===== config.mk =====
export PLATFORM = sky130hd
export DESIGN_NAME = nmi_alu
export DESIGN_NICKNAME = d
export VERILOG_FILES = /design/src/hdl/nmi_pkg.sv /design/src/hdl/nmi_alu.sv
export SDC_FILE = /design/constraint.sdc
export NUM_CORES = 2
export LEC_CHECK = 0
export BUFFER_PORTS_ARGS = -buffer_cell sky130_fd_sc_hd__clkbuf_2
export CORE_MARGIN = 8
export CORE_UTILIZATION = 60
export DETAILED_ROUTE_END_ITERATION = 10
export GPL_TIMING_DRIVEN = 0
export MAX_ROUTING_LAYER = met4
export PLACE_DENSITY = 0.77
export SYNTH_ARGS = -nofsm -noshare
export SYNTH_HDL_FRONTEND = slang
export SYNTH_SLANG_ARGS = --single-unit

===== constraint.sdc =====
create_clock -name clk -period 20 [get_ports clk]
set_input_delay 3 -clock clk [delete_from_list [all_inputs] [get_ports clk]]
set_output_delay 3 -clock clk [all_outputs]
set_load 0.005 [all_outputs]

===== src/hdl/nmi_pkg.sv =====
// nmi_pkg: shared types, constants and the step program of the modal integrator
// no dependencies; used by the interfaces, the arithmetic unit and the top level
package nmi_pkg;

  typedef logic signed [47:0] q_t;

  localparam q_t QMAX   = 48'sh7FFF_FFFF_FFFF;
  localparam q_t QMIN   = 48'sh8000_0000_0000;
  localparam q_t HALF   = 48'sd8388608;
  localparam q_t BETA   = 48'sd1398101;
  localparam q_t FIVE12 = 48'sd6990507;

  localparam int NUM_CFG = 8;
  localparam int CFG_IDX_W = 3;

  typedef enum logic [2:0] {
    CFG_MASS_PLUNGE    = 3'd0,
    CFG_MASS_PITCH     = 3'd1,
    CFG_DAMPING_PLUNGE = 3'd2,
    CFG_DAMPING_PITCH  = 3'd3,
    CFG_OMEGA_PLUNGE   = 3'd4,
    CFG_OMEGA_PITCH    = 3'd5,
    CFG_SHAPE_PLUNGE   = 3'd6,
    CFG_SHAPE_PITCH    = 3'd7
  } cfg_idx_t;

  localparam q_t RST_MASS_PLUNGE    = 48'sd16777216;
  localparam q_t RST_MASS_PITCH     = 48'sd16777216;
  localparam q_t RST_DAMPING_PLUNGE = 48'sd0;
  localparam q_t RST_DAMPING_PITCH  = 48'sd0;
  localparam q_t RST_OMEGA_PLUNGE   = 48'sd351021637;
  localparam q_t RST_OMEGA_PITCH    = 48'sd548113325;
  localparam q_t RST_SHAPE_PLUNGE   = 48'sd1613183;
  localparam q_t RST_SHAPE_PITCH    = -48'sd446629623;

  typedef enum logic [1:0] {
    OP_ADD = 2'd0,
    OP_SUB = 2'd1,
    OP_MUL = 2'd2,
    OP_DIV = 2'd3
  } alu_op_t;

  typedef struct packed {
    logic done;
    q_t   y;
  } alu_res_t;

  // operand and destination codes; mode dependent ones follow the current mode
  typedef enum logic [4:0] {
    SRC_ZERO, SRC_HALF, SRC_BETA, SRC_FIVE12, SRC_DT, SRC_DT2,
    SRC_F, SRC_M, SRC_D, SRC_W, SRC_S,
    SRC_DISP, SRC_VEL, SRC_ACC,
    SRC_T0, SRC_T1, SRC_T2, SRC_CW, SRC_KK, SRC_A0, SRC_B1, SRC_B3,
    SRC_AN, SRC_VN, SRC_DN, SRC_RES
  } src_t;

  typedef struct packed {
    alu_op_t op;
    logic    first_only;
    src_t    dst;
    src_t    a;
    src_t    b;
  } instr_t;

  localparam int PROG_LEN = 36;
  localparam int PC_W = 6;
  localparam logic [PC_W-1:0] PC_LAST = PC_W'(PROG_LEN - 1);

  function automatic instr_t ins(alu_op_t op, logic fo, src_t dst, src_t a, src_t b);
    instr_t i;
    i.op = op;
    i.first_only = fo;
    i.dst = dst;
    i.a = a;
    i.b = b;
    return i;
  endfunction

  // one newmark step of one mode
  function automatic instr_t prog_at(logic [PC_W-1:0] pc);
    instr_t i;
    case (pc)
      6'd0:  i = ins(OP_MUL, 1'b0, SRC_DT2, SRC_DT,  SRC_DT);
      6'd1:  i = ins(OP_MUL, 1'b0, SRC_T0,  SRC_D,   SRC_W);
      6'd2:  i = ins(OP_ADD, 1'b0, SRC_CW,  SRC_T0,  SRC_T0);
      6'd3:  i = ins(OP_MUL, 1'b0, SRC_KK,  SRC_W,   SRC_W);
      6'd4:  i = ins(OP_ADD, 1'b0, SRC_A0,  SRC_ACC, SRC_ZERO);
      6'd5:  i = ins(OP_MUL, 1'b1, SRC_T0,  SRC_CW,  SRC_VEL);
      6'd6:  i = ins(OP_SUB, 1'b1, SRC_T0,  SRC_F,   SRC_T0);
      6'd7:  i = ins(OP_MUL, 1'b1, SRC_T1,  SRC_KK,  SRC_DISP);
      6'd8:  i = ins(OP_SUB, 1'b1, SRC_T0,  SRC_T0,  SRC_T1);
      6'd9:  i = ins(OP_DIV, 1'b1, SRC_A0,  SRC_T0,  SRC_M);
      6'd10: i = ins(OP_MUL, 1'b0, SRC_T0,  SRC_DT,  SRC_A0);
      6'd11: i = ins(OP_MUL, 1'b0, SRC_T0,  SRC_HALF, SRC_T0);
      6'd12: i = ins(OP_ADD, 1'b0, SRC_B1,  SRC_VEL, SRC_T0);
      6'd13: i = ins(OP_MUL, 1'b0, SRC_T0,  SRC_DT,  SRC_VEL);
      6'd14: i = ins(OP_ADD, 1'b0, SRC_T0,  SRC_DISP, SRC_T0);
      6'd15: i = ins(OP_MUL, 1'b0, SRC_T1,  SRC_DT2, SRC_A0);
      6'd16: i = ins(OP_MUL, 1'b0, SRC_T1,  SRC_FIVE12, SRC_T1);
      6'd17: i = ins(OP_ADD, 1'b0, SRC_B3,  SRC_T0,  SRC_T1);
      6'd18: i = ins(OP_MUL, 1'b0, SRC_T0,  SRC_DT,  SRC_CW);
      6'd19: i = ins(OP_MUL, 1'b0, SRC_T0,  SRC_HALF, SRC_T0);
      6'd20: i = ins(OP_ADD, 1'b0, SRC_T0,  SRC_M,   SRC_T0);
      6'd21: i = ins(OP_MUL, 1'b0, SRC_T1,  SRC_DT2, SRC_KK);
      6'd22: i = ins(OP_MUL, 1'b0, SRC_T1,  SRC_BETA, SRC_T1);
      6'd23: i = ins(OP_ADD, 1'b0, SRC_T2,  SRC_T0,  SRC_T1);
      6'd24: i = ins(OP_MUL, 1'b0, SRC_T0,  SRC_CW,  SRC_B1);
      6'd25: i = ins(OP_SUB, 1'b0, SRC_T0,  SRC_F,   SRC_T0);
      6'd26: i = ins(OP_MUL, 1'b0, SRC_T1,  SRC_KK,  SRC_B3);
      6'd27: i = ins(OP_SUB, 1'b0, SRC_T0,  SRC_T0,  SRC_T1);
      6'd28: i = ins(OP_DIV, 1'b0, SRC_AN,  SRC_T0,  SRC_T2);
      6'd29: i = ins(OP_MUL, 1'b0, SRC_T0,  SRC_DT,  SRC_AN);
      6'd30: i = ins(OP_MUL, 1'b0, SRC_T0,  SRC_HALF, SRC_T0);
      6'd31: i = ins(OP_ADD, 1'b0, SRC_VN,  SRC_B1,  SRC_T0);
      6'd32: i = ins(OP_MUL, 1'b0, SRC_T0,  SRC_DT2, SRC_AN);
      6'd33: i = ins(OP_MUL, 1'b0, SRC_T0,  SRC_BETA, SRC_T0);
      6'd34: i = ins(OP_ADD, 1'b0, SRC_DN,  SRC_B3,  SRC_T0);
      6'd35: i = ins(OP_MUL, 1'b0, SRC_RES, SRC_DN,  SRC_S);
      default: i = ins(OP_ADD, 1'b0, SRC_T0, SRC_ZERO, SRC_ZERO);
    endcase
    return i;
  endfunction

endpackage


===== src/hdl/nmi_alu.sv =====
// nmi_alu: shared saturating q24.24 unit; add/sub, multiply from
// four 24x24 partial products, divide by restoring long division; uses nmi_pkg
module nmi_alu import nmi_pkg::*; (
  input  logic     clk,
  input  logic     rst_n,
  input  logic     start,
  input  alu_op_t  op,
  input  q_t       a,
  input  q_t       b,
  output alu_res_t res
);

  typedef enum logic [1:0] {A_IDLE, A_MUL, A_DIV} ast_t;

  localparam int DVD_W = 73;

  ast_t              st_r;
  logic [6:0]        cnt_r;
  logic [47:0]       ma_r, mb_r;
  logic              neg_r, ovf_r, done_r;
  logic [50:0]       acc_r;
  logic [47:0]       rem_r;
  logic [DVD_W-1:0]  dvd_r, quo_r;
  q_t                y_r;

  function automatic q_t from_mag(logic [50:0] m, logic neg);
    if (neg) begin
      if (m > 51'h8000_0000_0000) return QMIN;
      return q_t'(-$signed({3'b0, m[47:0]}));
    end
    if (m > 51'h7FFF_FFFF_FFFF) return QMAX;
    return q_t'(m[47:0]);
  endfunction

  function automatic q_t sat_sum(logic signed [48:0] s);
    if (s[48] != s[47]) return s[48] ? QMIN : QMAX;
    return s[47:0];
  endfunction

  logic [47:0] ma, mb;
  logic [23:0] mx, my;
  logic [47:0] prod;
  logic [48:0] rem_sh;
  logic        qbit;
  logic [DVD_W-1:0] quo_nxt;
  logic [50:0] mul_m;
  logic [49:0] div_m;

  always_comb begin
    ma = a[47] ? 48'(-a) : 48'(a);
    mb = b[47] ? 48'(-b) : 48'(b);
    case (cnt_r[1:0])
      2'd0: begin mx = ma_r[47:24]; my = mb_r[47:24]; end
      2'd1: begin mx = ma_r[47:24]; my = mb_r[23:0]; end
      2'd2: begin mx = ma_r[23:0]; my = mb_r[47:24]; end
      default: begin mx = ma_r[23:0]; my = mb_r[23:0]; end
    endcase
    prod = 48'(mx) * 48'(my);
    mul_m = acc_r + 51'((49'(prod) + 49'h80_0000) >> 24);
    rem_sh = {rem_r, dvd_r[DVD_W-1]};
    qbit = rem_sh >= {1'b0, mb_r};
    quo_nxt = {quo_r[DVD_W-2:0], qbit};
    div_m = (50'(quo_nxt[48:0]) + 50'd1) >> 1;
  end

  always_ff @(posedge clk) begin
    if (!rst_n) begin
      st_r <= A_IDLE;
      done_r <= 1'b0;
      cnt_r <= '0;
    end else begin
      done_r <= 1'b0;
      case (st_r)
        A_IDLE: begin
          if (start) begin
            ma_r <= ma;
            mb_r <= mb;
            neg_r <= a[47] ^ b[47];
            cnt_r <= '0;
            case (op)
              OP_ADD: begin
                y_r <= sat_sum(49'(a) + 49'(b));
                done_r <= 1'b1;
              end
              OP_SUB: begin
                y_r <= sat_sum(49'(a) - 49'(b));
                done_r <= 1'b1;
              end
              OP_MUL: st_r <= A_MUL;
              default: begin
                if (b == '0) begin
                  // zero divisor: extreme of the dividend sign, or zero
                  y_r <= (a == '0) ? '0 : (a[47] ? QMIN : QMAX);
                  done_r <= 1'b1;
                end else begin
                  dvd_r <= {ma, 25'b0};
                  rem_r <= '0;
                  quo_r <= '0;
                  st_r <= A_DIV;
                end
              end
            endcase
          end
        end
        A_MUL: begin
          cnt_r <= cnt_r + 7'd1;
          case (cnt_r[1:0])
            2'd0: begin
              acc_r <= {3'b0, prod[23:0], 24'b0};
              ovf_r <= prod[47:24] != '0;
            end
            2'd1, 2'd2: acc_r <= acc_r + 51'(prod);
            default: begin
              y_r <= from_mag(ovf_r ? 51'h8000_0000_0001 : mul_m, neg_r);
              done_r <= 1'b1;
              st_r <= A_IDLE;
            end
          endcase
        end
        A_DIV: begin
          cnt_r <= cnt_r + 7'd1;
          dvd_r <= dvd_r << 1;
          // remainder stays below the divisor, so 48 bits hold it
          rem_r <= qbit ? 48'(rem_sh - {1'b0, mb_r}) : 48'(rem_sh);
          quo_r <= quo_nxt;
          if (cnt_r == 7'(DVD_W - 1)) begin
            if (quo_nxt[DVD_W-1:49] != '0) y_r <= neg_r ? QMIN : QMAX;
            else y_r <= from_mag(51'(div_m), neg_r);
            done_r <= 1'b1;
            st_r <= A_IDLE;
          end
        end
        default: st_r <= A_IDLE;
      endcase
    end
  end

  assign res.done = done_r;
  assign res.y = y_r;

endmodule


==> flow_summary.json <==
{
  "drive_above_1_share": 0.0612,
  "clk_pin_slew_ns": 0.06,
  "cap_violations": 8,
  "die-area_um2": 102000,
  "grt_first_pass_wirelength_um": 327000,
  "max_freq_ghz": 0.0540,
  "area_growth_pct": 6.94,
  "grt_max_degree": 73,
  "dp_cells": 7872,
  "insertion_delay_ns": 0.63,
  "worst_slack_ns": 1.48,
  "dieWidth_um": 319,
  "synth_flop_cell": "edfxtp_1",
  "required_ns": 20.39,
  "synth_area_per_cell_um2": 8.45,
  "h-tree-depth": 2,
  "fin_crit_sh": 0.926,
  "skew_ns": 0.0339,
  "start_util": 0.604,
  "end_kind": "flip-flop",
  "pre_cts_ws_ns": 2.18,
  "drc": 0,
  "tns_ns": 0,
  "crit_family": "compound AO/OA/AOI/OAI gates",
  "grt_usage": 0.437,
  "period_needed_ns": 18.52,
  "ios": 150,
  "clock_sinks": 375,
  "slew_viol_final": 43,
  "status": "finished, violations left",
  "layout.cells.non_filler": 7957,
  "detail-route-antenna-nets": 0,
  "ys_seq_area_frac": 0.202,
  "drt_iter0_drc": 6998,
  "hold_viol_final": 0,
  "yosysTopAreaCell": "edfxtp_1",
  "drt_wl_total_um": 225000,
  "yosys-top-cells-area": "edfxtp_1 20%, fa_1 18%, ha_1 9.3%, inv_1 5.3%, xnor2_1 5.2%",
  "async_flop_share": 0,
  "netlist_instances": 6527,
  "rsz0062_at_grt": "false",
  "clock_path_buffers": 3,
  "syn_area_um2": 55200,
  "fin_util": 0.646,
  "hp-class": "reg -> reg",
  "crit_buf_inv": 14,
  "grt-ovfl-total": 0,
  "worst_pin_slew_ns": 1.63,
  "gp_congestion": 1.10,
  "yosysMostFrequentCell": "inv_1",
  "layout.nets": 7728,
  "ys_warn_count": 0,
  "finalSetupViolCount": 0,
  "first_pass_iters": 9,
  "synth-edff-count": 365,
  "hpwlAfterDp_um": 185000,
  "violations": "max-capacitance violations, max-slew violations",
  "io_buffers": 149,
  "fp.dieH_um": 319,
  "std_cell_rows": 111,
  "post_cts_buffers": 0,
  "core-area_um2": 91400,
  "postCtsHoldBufs": 0,
  "critical_path_class": "reg -> reg",
  "vias": 53346,
  "relSlewSlack": -0.120,
  "post_drt_wl_per_cell_um": 28.3,
  "antenna_found_initial": 8,
  "crit_path_top_delay_cell": "mux2i_1",
  "slowest_delay_ns": 0.90,
  "synth_top_area_share": 0.199,
  "cp_max_fo": 10,
  "critical_path.startpoint_type": "flip-flop",
  "synth-seq-cells": 375,
  "grt_pass1_vias": 51431,
  "post_cts_resized": 0,
  "cts_buffers": 42,
  "via_per_inst": 6.70,
  "yosys-top-cells-count": "773 x inv_1, 670 x nand2_1, 629 x nor2_1",
  "cts_root_buf": "clkbuf_16",
  "cp.arrival_ns": 18.91,
  "synth_fp_nets": 7523,
  "cts_tree": "built",
  "synth_cell_types": 104
}
layout by cell type, fill, tap and decap left out, types with 17 or more instances in the layout:
cell type and instances:
a21o_1 103, nor2_1 629, o31ai_1 64, a21oi_1 344, nor3_1 115, clkbuf_2 150, and2_1 106, o211ai_1 29
a32oi_1 29, inv_1 773, a31oi_1 62, mux2i_1 74, a211o_1 18, mux2_2 93, or2_2 25, xnor2_1 325
o41ai_1 22, and4_1 22, or4_1 33, clkbuf_16 42, fa_1 487, and3_1 66, xor2_1 107, o21ai_0 312
nor2b_1 59, or3_1 50, nand2b_1 52, nor4_1 52, clkbuf_1 276, a221oi_1 17, o21a_1 60, nand2_1 670
o21bai_1 55, ha_1 408, a211oi_1 61, nand4_1 99, nand3_1 149, edfxtp_1 365
layer usage:
layer,routed length (um),track usage,vias to the layer above
li1,-,-,22931
met1,81500,0.534,25842
met2,96200,0.643,3699
met3,27000,0.0961,874
met4,20500,0.307,0
met5,0,-,-
cells by family after synthesis:
| kind of cell | share of synthesized area |
|---|---|
| adders and majority gates | 0.269 |
| DFF | 0.202 |
| xor gates and xnor gates | 0.0686 |
| and+or+nand+nor | 0.189 |
| muxes | 0.0335 |
| buffers and inverters | 0.0745 |
| AOI/OAI and AO/OA | 0.163 |
final cells by class:
cell class                      count  area [um^2]
Antenna cell                        8         20.0
Buffer                            306         1190
Clock buffer                       50         1090
Clock inverter                     25          267
Fill cell                        7704        32400
Inverter                          777         2920
Multi-Input combinational cell   5069        39900
Sequential cell                   375        11200
Tap cell                         1186         1480
Timing Repair Buffer              161          927
registers in the layout, indices dropped and copies added (netlist names):
signal and count:
quo_r 72, acc_r 51, dvd_r 48, ma_r 48
mb_r 48, rem_r 48, y_r 48, cnt_r 7
st_r 2, done_r 1, neg_r 1, ovf_r 1
path summary, 6_finish.rpt:
| kind | from | end | slack, ns | cells past startpoint |
|---|---|---|---|---|
| max | cnt_r[0] | y_r[23] | 1.48 | 52 |
| min | cnt_r[1] | cnt_r[1] | 0.54 | 2 |
| max reg2reg | cnt_r[0] | y_r[23] | 1.48 | 52 |
| min reg2reg | cnt_r[1] | cnt_r[1] | 0.54 | 2 |
tightest hold or removal path, stage by stage, from the launching register on:
cell and delay (ns):
dfxtp_1 0.34, o21ai_0 0.09, a21oi_1 0.06
stage by stage:
step | hold slack [ns] | cell area [um^2]
after floorplan | 0.478 | 55200
after global placement | 0.508 | 57400
after detailed placement | 0.518 | 57600
after CTS | 0.528 | 59000
after global routing | 0.557 | 59000
final | 0.536 | 59000
Power is not shown: default switching activity piles up to over one toggle a cycle in this logic, so the estimate is an artifact.
